===== config.mk =====
export PLATFORM = sky130hd
export DESIGN_NAME = serial_line_editor_core
export DESIGN_NICKNAME = d
export VERILOG_FILES = /design/src/rtl/core/sle_pkg.sv /design/src/rtl/core/sle_ram.sv /design/src/rtl/core/sle_front.sv /design/src/rtl/core/sle_queue.sv /design/src/rtl/core/sle_back.sv /design/src/rtl/core/serial_line_editor_core.sv
export VERILOG_INCLUDE_DIRS = /design/src /design/src/rtl/core
export SDC_FILE = /design/constraint.sdc
export NUM_CORES = 1
export LEC_CHECK = 0
export ABC_AREA = 1
export BUFFER_PORTS_ARGS = -buffer_cell sky130_fd_sc_hd__buf_4
export CAP_MARGIN = 25
export CORE_MARGIN = 3
export CORE_UTILIZATION = 51
export CTS_CLUSTER_DIAMETER = 40
export DETAILED_ROUTE_END_ITERATION = 10
export PLACE_DENSITY_LB_ADDON = 0.3
export SLEW_MARGIN = 20
export SYNTH_ARGS = -nofsm -noshare
export SYNTH_HDL_FRONTEND = slang
export SYNTH_SLANG_ARGS = --single-unit

===== constraint.sdc =====
create_clock -name i_clk -period 3.4 [get_ports i_clk]
set_clock_uncertainty 0.1 [all_clocks]
set_input_delay 0.68 -clock i_clk [delete_from_list [all_inputs] [get_ports i_clk]]
set_output_delay 0.68 -clock i_clk [all_outputs]
set_load 0.005 [all_outputs]

===== src/rtl/core/serial_line_editor_core_assert.svh =====
// Assertion macros for serial_line_editor_core.
`ifndef SERIAL_LINE_EDITOR_CORE_ASSERT_SVH
`define SERIAL_LINE_EDITOR_CORE_ASSERT_SVH

`ifndef SYNTHESIS
// Same-cycle implication, checked out of reset.
`define SLE_ASSERT_IMP(lbl, clk, rst_n, ante, cons) \
    lbl: assert property (@(posedge clk) disable iff (!(rst_n)) (ante) |-> (cons)) \
        else $error("serial_line_editor_core: assertion failed");
// Next-cycle implication, checked out of reset.
`define SLE_ASSERT_NXT(lbl, clk, rst_n, ante, cons) \
    lbl: assert property (@(posedge clk) disable iff (!(rst_n)) (ante) |=> (cons)) \
        else $error("serial_line_editor_core: assertion failed");
`else
`define SLE_ASSERT_IMP(lbl, clk, rst_n, ante, cons)
`define SLE_ASSERT_NXT(lbl, clk, rst_n, ante, cons)
`endif

`endif


===== src/rtl/core/sle_pkg.sv =====
`timescale 1ns / 1ps
package sle_pkg;

    localparam int LINE_CAP = 64;
    localparam int LEN_W    = $clog2(LINE_CAP);
    localparam logic [LEN_W-1:0] LINE_LIMIT = LEN_W'(LINE_CAP - 1);

    localparam int QUEUE_DEPTH = 2;
    localparam int QPTR_W      = $clog2(QUEUE_DEPTH);
    localparam int QCNT_W      = $clog2(QUEUE_DEPTH + 1);

    localparam logic [7:0] KEY_BS  = 8'd8;
    localparam logic [7:0] KEY_DEL = 8'd127;
    localparam logic [7:0] KEY_CR  = 8'd13;
    localparam logic [7:0] KEY_LF  = 8'd10;

    typedef enum logic [2:0] {
        ACT_ECHO       = 3'd0,
        ACT_BELL       = 3'd1,
        ACT_BELL_HIDE  = 3'd2,
        ACT_ERASE_SHOW = 3'd3,
        ACT_LINE_BYTE  = 3'd4,
        ACT_LINE_DONE  = 3'd5
    } t_action;

    typedef enum logic [1:0] {
        CMD_CHAR,
        CMD_ERASE,
        CMD_TERM
    } t_kind;

    typedef struct packed {
        t_kind      kind;
        logic [7:0] rx_byte;
    } t_cmd;

    typedef enum logic [1:0] {
        BK_IDLE,
        BK_READ,
        BK_EMIT,
        BK_DONE
    } t_bk_state;

endpackage


===== src/rtl/core/sle_ram.sv =====
`timescale 1ns / 1ps
module sle_ram #(
    parameter int WIDTH = 8,
    parameter int DEPTH = 64
) (
    input  logic                     i_clk,
    input  logic                     i_we,
    input  logic [$clog2(DEPTH)-1:0] i_waddr,
    input  logic [WIDTH-1:0]         i_wdata,
    input  logic [$clog2(DEPTH)-1:0] i_raddr,
    output logic [WIDTH-1:0]         o_rdata
);
    logic [WIDTH-1:0] r_mem [DEPTH];
    logic [WIDTH-1:0] r_rdata;

    always_ff @(posedge i_clk) begin
        if (i_we) begin
            r_mem[i_waddr] <= i_wdata;
        end
        r_rdata <= r_mem[i_raddr];
    end

    assign o_rdata = r_rdata;
endmodule


===== src/rtl/core/sle_front.sv =====
`timescale 1ns / 1ps
module sle_front (
    input  logic          i_clk,
    input  logic          i_rst_n,
    input  logic          i_valid,
    output logic          o_stall,
    input  logic [7:0]    i_rx_byte,
    input  logic          i_q_full,
    output logic          o_cmd_valid,
    output sle_pkg::t_cmd o_cmd
);
    import sle_pkg::*;

    logic  r_valid;
    t_cmd  r_cmd;
    t_cmd  n_cmd;
    logic  load;

    always_comb begin
        n_cmd.rx_byte = i_rx_byte;
        case (i_rx_byte) inside
            KEY_CR, KEY_LF:  n_cmd.kind = CMD_TERM;
            KEY_BS, KEY_DEL: n_cmd.kind = CMD_ERASE;
            default:         n_cmd.kind = CMD_CHAR;
        endcase
    end

    assign load    = !r_valid || !i_q_full;
    assign o_stall = r_valid && i_q_full;

    always_ff @(posedge i_clk) begin
        if (!i_rst_n) begin
            r_valid <= 1'b0;
        end else if (load) begin
            r_valid <= i_valid;
        end
        if (load && i_valid) begin
            r_cmd <= n_cmd;
        end
    end

    assign o_cmd_valid = r_valid;
    assign o_cmd       = r_cmd;
endmodule


===== src/rtl/core/sle_queue.sv =====
`timescale 1ns / 1ps
module sle_queue (
    input  logic          i_clk,
    input  logic          i_rst_n,
    input  logic          i_push,
    input  sle_pkg::t_cmd i_cmd,
    output logic          o_full,
    output logic          o_valid,
    output sle_pkg::t_cmd o_cmd,
    input  logic          i_pop
);
    import sle_pkg::*;

    t_cmd              r_slot [QUEUE_DEPTH];
    logic [QPTR_W-1:0] r_wptr;
    logic [QPTR_W-1:0] r_rptr;
    logic [QCNT_W-1:0] r_count;
    logic              do_push;
    logic              do_pop;

    assign o_full  = (r_count == QCNT_W'(QUEUE_DEPTH));
    assign o_valid = (r_count != '0);
    assign do_push = i_push && !o_full;
    assign do_pop  = i_pop && o_valid;
    assign o_cmd   = r_slot[r_rptr];

    always_ff @(posedge i_clk) begin
        if (!i_rst_n) begin
            r_wptr  <= '0;
            r_rptr  <= '0;
            r_count <= '0;
        end else begin
            if (do_push) begin
                r_wptr <= (r_wptr == QPTR_W'(QUEUE_DEPTH - 1)) ? '0 : r_wptr + 1'b1;
            end
            if (do_pop) begin
                r_rptr <= (r_rptr == QPTR_W'(QUEUE_DEPTH - 1)) ? '0 : r_rptr + 1'b1;
            end
            if (do_push && !do_pop) begin
                r_count <= r_count + 1'b1;
            end else if (do_pop && !do_push) begin
                r_count <= r_count - 1'b1;
            end
        end
        if (do_push) begin
            r_slot[r_wptr] <= i_cmd;
        end
    end
endmodule


===== src/rtl/core/sle_back.sv =====
`timescale 1ns / 1ps
module sle_back (
    input  logic          i_clk,
    input  logic          i_rst_n,
    input  logic          i_cmd_valid,
    input  sle_pkg::t_cmd i_cmd,
    output logic          o_pop,
    output logic          o_valid,
    input  logic          i_stall,
    output logic [2:0]    o_action,
    output logic [7:0]    o_data,
    output logic          o_last
);
    import sle_pkg::*;

    t_bk_state        r_state, n_state;
    logic [LEN_W-1:0] r_len, n_len;
    logic [LEN_W-1:0] r_idx, n_idx;
    logic             r_warned, n_warned;
    logic             r_out_valid, n_out_valid;
    t_action          r_action, n_action;
    logic [7:0]       r_data, n_data;
    logic             r_last, n_last;
    logic             out_free;
    logic             ram_we;
    logic [7:0]       ram_rdata;

    sle_ram #(
        .WIDTH (8),
        .DEPTH (LINE_CAP)
    ) u_line_ram (
        .i_clk   (i_clk),
        .i_we    (ram_we),
        .i_waddr (r_len),
        .i_wdata (i_cmd.rx_byte),
        .i_raddr (r_idx),
        .o_rdata (ram_rdata)
    );

    assign out_free = !r_out_valid || !i_stall;

    always_ff @(posedge i_clk) begin
        if (!i_rst_n) begin
            r_state     <= BK_IDLE;
            r_len       <= '0;
            r_idx       <= '0;
            r_warned    <= 1'b0;
            r_out_valid <= 1'b0;
        end else begin
            r_state     <= n_state;
            r_len       <= n_len;
            r_idx       <= n_idx;
            r_warned    <= n_warned;
            r_out_valid <= n_out_valid;
        end
        r_action <= n_action;
        r_data   <= n_data;
        r_last   <= n_last;
    end

    always_comb begin
        n_state     = r_state;
        n_len       = r_len;
        n_idx       = r_idx;
        n_warned    = r_warned;
        n_out_valid = r_out_valid && i_stall;
        n_action    = r_action;
        n_data      = r_data;
        n_last      = r_last;
        o_pop       = 1'b0;
        ram_we      = 1'b0;
        case (r_state)
            BK_IDLE: begin
                if (i_cmd_valid && out_free) begin
                    o_pop = 1'b1;
                    case (i_cmd.kind)
                        CMD_CHAR: begin
                            n_out_valid = 1'b1;
                            n_last      = 1'b1;
                            n_data      = 8'd0;
                            if (r_len < LINE_LIMIT) begin
                                ram_we   = 1'b1;
                                n_len    = r_len + 1'b1;
                                n_action = ACT_ECHO;
                                n_data   = i_cmd.rx_byte;
                            end else if (!r_warned) begin
                                n_warned = 1'b1;
                                n_action = ACT_BELL_HIDE;
                            end else begin
                                n_action = ACT_BELL;
                            end
                        end
                        CMD_ERASE: begin
                            if (r_len != '0) begin
                                n_len       = r_len - 1'b1;
                                n_warned    = 1'b0;
                                n_out_valid = 1'b1;
                                n_action    = ACT_ERASE_SHOW;
                                n_data      = 8'd0;
                                n_last      = 1'b1;
                            end
                        end
                        CMD_TERM: begin
                            if (r_len == '0) begin
                                n_warned    = 1'b0;
                                n_out_valid = 1'b1;
                                n_action    = ACT_LINE_DONE;
                                n_data      = 8'd0;
                                n_last      = 1'b1;
                            end else begin
                                n_idx   = '0;
                                n_state = BK_READ;
                            end
                        end
                        default: ;
                    endcase
                end
            end
            BK_READ: begin
                n_state = BK_EMIT;
            end
            BK_EMIT: begin
                if (out_free) begin
                    n_out_valid = 1'b1;
                    n_action    = ACT_LINE_BYTE;
                    n_data      = ram_rdata;
                    n_last      = 1'b0;
                    if (r_idx == r_len - 1'b1) begin
                        n_state = BK_DONE;
                    end else begin
                        n_idx   = r_idx + 1'b1;
                        n_state = BK_READ;
                    end
                end
            end
            BK_DONE: begin
                if (out_free) begin
                    n_out_valid = 1'b1;
                    n_action    = ACT_LINE_DONE;
                    n_data      = 8'd0;
                    n_last      = 1'b1;
                    n_len       = '0;
                    n_warned    = 1'b0;
                    n_state     = BK_IDLE;
                end
            end
            default: begin
                n_state = BK_IDLE;
            end
        endcase
    end

    assign o_valid  = r_out_valid;
    assign o_action = r_action;
    assign o_data   = r_data;
    assign o_last   = r_last;
endmodule


===== src/rtl/core/serial_line_editor_core.sv =====
`timescale 1ns / 1ps
// Channel   Handshake            Payload
// input     i_valid / o_stall    i_rx_byte[7:0]
// output    o_valid / i_stall    o_action[2:0], o_data[7:0], o_last
//
// Edit bytes: front register, then queue slot, then output register.
// Terminator: the back end pops it, then per stored byte does a line RAM read and
// an output load, then loads line done.
// Reset: synchronous on i_rst_n low; line length, flag, queue and valids cleared.
// A stalled output holds the back end; the front register and 2-entry queue keep
// accepting until full.
module serial_line_editor_core (
    input  logic       i_clk,
    input  logic       i_rst_n,
    input  logic       i_valid,
    output logic       o_stall,
    input  logic [7:0] i_rx_byte,
    output logic       o_valid,
    input  logic       i_stall,
    output logic [2:0] o_action,
    output logic [7:0] o_data,
    output logic       o_last
);
    import sle_pkg::*;
`include "serial_line_editor_core_assert.svh"

    logic fr_valid;
    t_cmd fr_cmd;
    logic q_full;
    logic q_valid;
    t_cmd q_cmd;
    logic bk_pop;
    logic is_line_byte;
    logic has_data;

    sle_front u_front (
        .i_clk       (i_clk),
        .i_rst_n     (i_rst_n),
        .i_valid     (i_valid),
        .o_stall     (o_stall),
        .i_rx_byte   (i_rx_byte),
        .i_q_full    (q_full),
        .o_cmd_valid (fr_valid),
        .o_cmd       (fr_cmd)
    );

    sle_queue u_queue (
        .i_clk   (i_clk),
        .i_rst_n (i_rst_n),
        .i_push  (fr_valid),
        .i_cmd   (fr_cmd),
        .o_full  (q_full),
        .o_valid (q_valid),
        .o_cmd   (q_cmd),
        .i_pop   (bk_pop)
    );

    sle_back u_back (
        .i_clk       (i_clk),
        .i_rst_n     (i_rst_n),
        .i_cmd_valid (q_valid),
        .i_cmd       (q_cmd),
        .o_pop       (bk_pop),
        .o_valid     (o_valid),
        .i_stall     (i_stall),
        .o_action    (o_action),
        .o_data      (o_data),
        .o_last      (o_last)
    );

    assign is_line_byte = (o_action == ACT_LINE_BYTE);
    assign has_data     = (o_action == ACT_ECHO) || is_line_byte;

    `SLE_ASSERT_IMP(a_last_marks_end, i_clk, i_rst_n, o_valid, o_last == !is_line_byte)
    `SLE_ASSERT_IMP(a_data_zero, i_clk, i_rst_n, o_valid && !has_data, o_data == 8'd0)
    `SLE_ASSERT_NXT(a_accept_lands, i_clk, i_rst_n, i_valid && !o_stall, fr_valid)
    `SLE_ASSERT_IMP(a_pop_nonempty, i_clk, i_rst_n, bk_pop, q_valid)
endmodule


==> impl_results.rst <==
.. list-table::
   :header-rows: 1

   * - Metric
     - Value
   * - Post-synth EDFFs
     - 554
   * - Total nets after synthesis
     - about 2,100
   * - Worst r2r path cells
     - 13
   * - Syn_area_per_cell
     - 11.6 um^2
   * - CP endpoint
     - u_back.u_line_ram.r_mem[13][5]
   * - Class of the most critical hold timing path
     - in2reg
   * - RR Endpoint
     - u_back.u_line_ram.r_mem[13][5]
   * - Final RePlAce weighted congestion
     - 0.922
   * - Die outline width
     - ~220 um
   * - Final TNS setup
     - 0 ns
   * - Hold buffers post-CTS
     - 0
   * - Outcome
     - complete, no violations
   * - Biggest area consumer among synthesized cells
     - sky130_fd_sc_hd__edfxtp_1
   * - Top flip-flop cell by instance count after synthesis
     - sky130_fd_sc_hd__edfxtp_1
   * - Total Routed Length
     - 63.6 mm
   * - Clock Sinks
     - 584
   * - H-tree depth reported by CTS
     - 3
   * - DRT iter0 DRCs
     - 1,983
   * - Area of the die
     - 50,300 um^2
   * - Number of nets with antenna violations after routing
     - 0
   * - Critical-path maximum fanout
     - 13
   * - Endpoint kind of the worst setup timing path
     - flop
   * - Highest Clock Rate
     - 361 MHz
   * - Largest voltage drop on the vdd net
     - 590 uV
   * - Number of buffers inserted during clock tree synthesis
     - 73
   * - Required time of the critical path
     - 3.61 ns
   * - Pwr per Cell Area
     - 830 nW/um^2
   * - Resized Gates After CTS
     - 0
   * - Tightest Pin Transition
     - 0.962 ns
   * - Residual DRC
     - 0
   * - Total standard cell area after synthesis
     - 24,300 um^2
   * - Total via count in the routed design
     - 16,700
   * - Vias in the first global route
     - between 15,000 and 20,000
   * - Die span in y
     - 224 um
   * - Cells after synthesis
     - between 2,000 and 2,500
   * - Layout cell share with drive strength beyond 1
     - 13.8%
   * - Cells taking the most area after synthesis
     - sky130_fd_sc_hd__edfxtp_1, sky130_fd_sc_hd__nand2_1, sky130_fd_sc_hd__nor2_1
   * - Global-route wire length before repair
     - 96.1 mm
   * - Area inside the core boundary
     - 46,800 um^2
   * - Total number of yosys warnings
     - 0
   * - Number of maximum-capacitance constraint violations
     - 0
   * - Total leakage power
     - 10.3 nW
   * - Average wire length per cell after detail routing
     - approximately 22 um
   * - Yosys top cell area share
     - 68.5%
   * - Clock-pin slew of the registers on the worst-case setup and hold paths
     - 0.06 ns
   * - Number of I/O pins
     - 26
   * - Number of flip-flops and latches in the synthesized netlist
     - 584
   * - Count of standard-cell rows
     - 79
   * - Category of the worst setup path launch point
     - flop
   * - Detailed placement HPWL
     - 39.8 mm
   * - Worst Hold Margin
     - 0.182 ns
   * - Synth unique cells
     - 39
   * - Final Setup Violations
     - 0
   * - Hold-critical path depth
     - 1
   * - Number of antenna violations at the first check in global routing
     - 0
   * - Maximum number of pins on one net before global-route repair
     - 142
   * - Layout overhead on the synthesized area
     - 15.8%
   * - Share of flip-flops with an asynchronous set or reset
     - 0%
   * - Unrepaired setup endpoints after global routing
     - no
   * - Crit path DAT
     - 2.98 ns
   * - Total overflow reported by the global router
     - 0
   * - Root buffer cell
     - sky130_fd_sc_hd__clkbuf_16
   * - Iteration count of the initial detailed-routing pass
     - 5
   * - Total Routing Usage GR
     - between 20% and 30%
   * - Clock buffer depth
     - 3
   * - Quantity of I/O buffers inserted on ports
     - 25
   * - Share of synthesized area occupied by flip-flops and latches
     - a little over 70%
   * - Number of max-slew violations in the final report
     - 0
   * - Antenna cell count
     - 0
   * - Setup fix buffers added after clock tree synthesis
     - 0
   * - Clock latency on the worst-skew pair
     - 0.60 ns
   * - Final hold viol count
     - 0
   * - Via density per instance
     - 5.84
   * - CTS tree
     - done
   * - Start-to-end type of the worst setup path
     - reg2reg
   * - Fillers
     - 3,667
   * - Ratio of final minimum period to clock period
     - 81.5%
   * - Worst setup slack for register-to-register paths
     - between 0.6 and 0.7 ns
   * - Slew margin rel.
     - 35.8%
   * - Initial standard-cell utilization of the core
     - 51.9%
   * - Net count, final
     - 2,218
   * - Post-layout min period
     - 2.77 ns
area by class of cell:
type / instances / area, um^2 / area share [%]
Multi-Input combinational cell: 1324 / 6160 / 21.9
Tap cell: 607 / 759 / 2.70
Clock inverter: 56 / 683 / 2.43
Sequential cell: 584 / 17200 / 61.3
Timing Repair Buffer: 133 / 1090 / 3.86
Clock buffer: 79 / 1880 / 6.69
Inverter: 77 / 294 / 1.05
through the flow:
step | util, % | std cells | area (um^2) | worst slack [ns] | power [mW]
after global placement | 54.6 | 2725 | 25500 | 0.720 | 15.3
after floorplan | - | 2098 | 24300 | 0.725 | 12.8
after global routing | 60.1 | 2860 | 28100 | 0.397 | 24.2
after detailed placement | 54.6 | 2725 | 25500 | 0.650 | 15.3
after CTS | 60.1 | 2860 | 28100 | 0.613 | 23.3
final | 60.1 | 2860 | 28100 | 0.630 | 23.3
registers in the layout, indices dropped and copies added (netlist names), 2 cells and up, named ones only:
signal	flops
u_front.o_cmd	10
u_back.o_action	3
u_queue.r_count	2
u_back.o_data	8
u_back.r_state	2
u_queue.r_slot	20
u_back.u_line_ram.o_rdata	8
u_back.r_len	6
u_back.r_idx	6
u_back.u_line_ram.r_mem	512
cell families after synthesis:
logic type | Yosys count | share of synthesized area (%)
compound gates | 444 | 10.2
xor+xnor | 2 | 0.0722
buf+inv | 190 | 3.73
simple gates | 865 | 14.4
flops | 584 | 71.0
fa+ha+maj | 13 | 0.670
synth_stat cells (5+ instances only):
cell / number
sky130_fd_sc_hd__edfxtp_1: 554
sky130_fd_sc_hd__ha_1: 13
sky130_fd_sc_hd__dfxtp_1: 30
sky130_fd_sc_hd__buf_6: 7
sky130_fd_sc_hd__a32o_1: 8
sky130_fd_sc_hd__nor2_2: 7
sky130_fd_sc_hd__clkbuf_1: 37
sky130_fd_sc_hd__nor2_1: 299
sky130_fd_sc_hd__inv_2: 9
sky130_fd_sc_hd__inv_1: 65
sky130_fd_sc_hd__o22ai_1: 67
sky130_fd_sc_hd__buf_2: 42
sky130_fd_sc_hd__a21oi_1: 107
sky130_fd_sc_hd__buf_4: 21
sky130_fd_sc_hd__clkbuf_2: 5
sky130_fd_sc_hd__nand3_1: 61
sky130_fd_sc_hd__nand2_2: 8
sky130_fd_sc_hd__nor3_1: 7
sky130_fd_sc_hd__nand2_1: 460
sky130_fd_sc_hd__or2_2: 5
sky130_fd_sc_hd__o21ai_0: 185
sky130_fd_sc_hd__a21boi_0: 40
sky130_fd_sc_hd__o21ai_1: 32
cells in the final DEF, fill, tap and decap left out, types with 8 or more instances in the layout:
cell type                     n
sky130_fd_sc_hd__a21boi_0    40
sky130_fd_sc_hd__a21oi_1    107
sky130_fd_sc_hd__a32o_1       8
sky130_fd_sc_hd__buf_4      126
sky130_fd_sc_hd__bufinv_16   11
sky130_fd_sc_hd__clkbuf_16   74
sky130_fd_sc_hd__clkinv_1    10
sky130_fd_sc_hd__clkinv_4     8
sky130_fd_sc_hd__dfxtp_1     28
sky130_fd_sc_hd__edfxtp_1   554
sky130_fd_sc_hd__ha_1        13
sky130_fd_sc_hd__inv_1       64
sky130_fd_sc_hd__inv_2       10
sky130_fd_sc_hd__inv_6       14
sky130_fd_sc_hd__nand2_1    451
sky130_fd_sc_hd__nand2_2     17
sky130_fd_sc_hd__nand3_1     61
sky130_fd_sc_hd__nor2_1     299
sky130_fd_sc_hd__o21ai_0    185
sky130_fd_sc_hd__o21ai_1     32
sky130_fd_sc_hd__o22ai_1     67
report_power, final:
part | switching [mW] | internal, mW
Clock | 3.14 | 4.94
Sequential | 0.165 | 9.02
Combinational | 4.59 | 1.48
Total | 7.89 | 15.4
worst max-delay path, cell delays in order (launching register included):
cell                       delay, ns
sky130_fd_sc_hd__dfxtp_1        0.33
sky130_fd_sc_hd__clkinv_1       0.09
sky130_fd_sc_hd__or2_2          0.27
sky130_fd_sc_hd__o21ai_0        0.17
sky130_fd_sc_hd__ha_1           0.28
sky130_fd_sc_hd__nand2_1        0.07
sky130_fd_sc_hd__inv_1          0.10
sky130_fd_sc_hd__o21ai_1        0.11
sky130_fd_sc_hd__nor2_2         0.14
sky130_fd_sc_hd__buf_12         0.18
sky130_fd_sc_hd__nand4_1        0.12
sky130_fd_sc_hd__buf_4          0.20
sky130_fd_sc_hd__nor2_1         0.13
sky130_fd_sc_hd__buf_4          0.19
worst min path at each step:
stage	slack, ns	startpoint	to
finish	0.18	i_rx_byte[6]	u_front.o_cmd[6]
detailed placement	0.34	u_front.o_cmd[0]	u_queue.r_slot[1][0]
global placement	0.32	u_front.o_cmd[1]	u_queue.r_slot[0][1]
floorplan	0.32	u_front.o_cmd[0]	u_queue.r_slot[0][0]
global route	0.17	i_rx_byte[6]	u_front.o_cmd[6]
CTS	0.15	i_rx_byte[6]	u_front.o_cmd[6]
metal layers:
metal  share of wire (%)  global-route usage [%]  up-vias
li1                    -                       -     7588
met1                  40                    34.7     8096
met2                  47                    40.8      865
met3                 8.7                    3.84      164
met4                 4.3                    10.8        0
met5                   0                       0        -
Power figures use the tool's default switching activity.
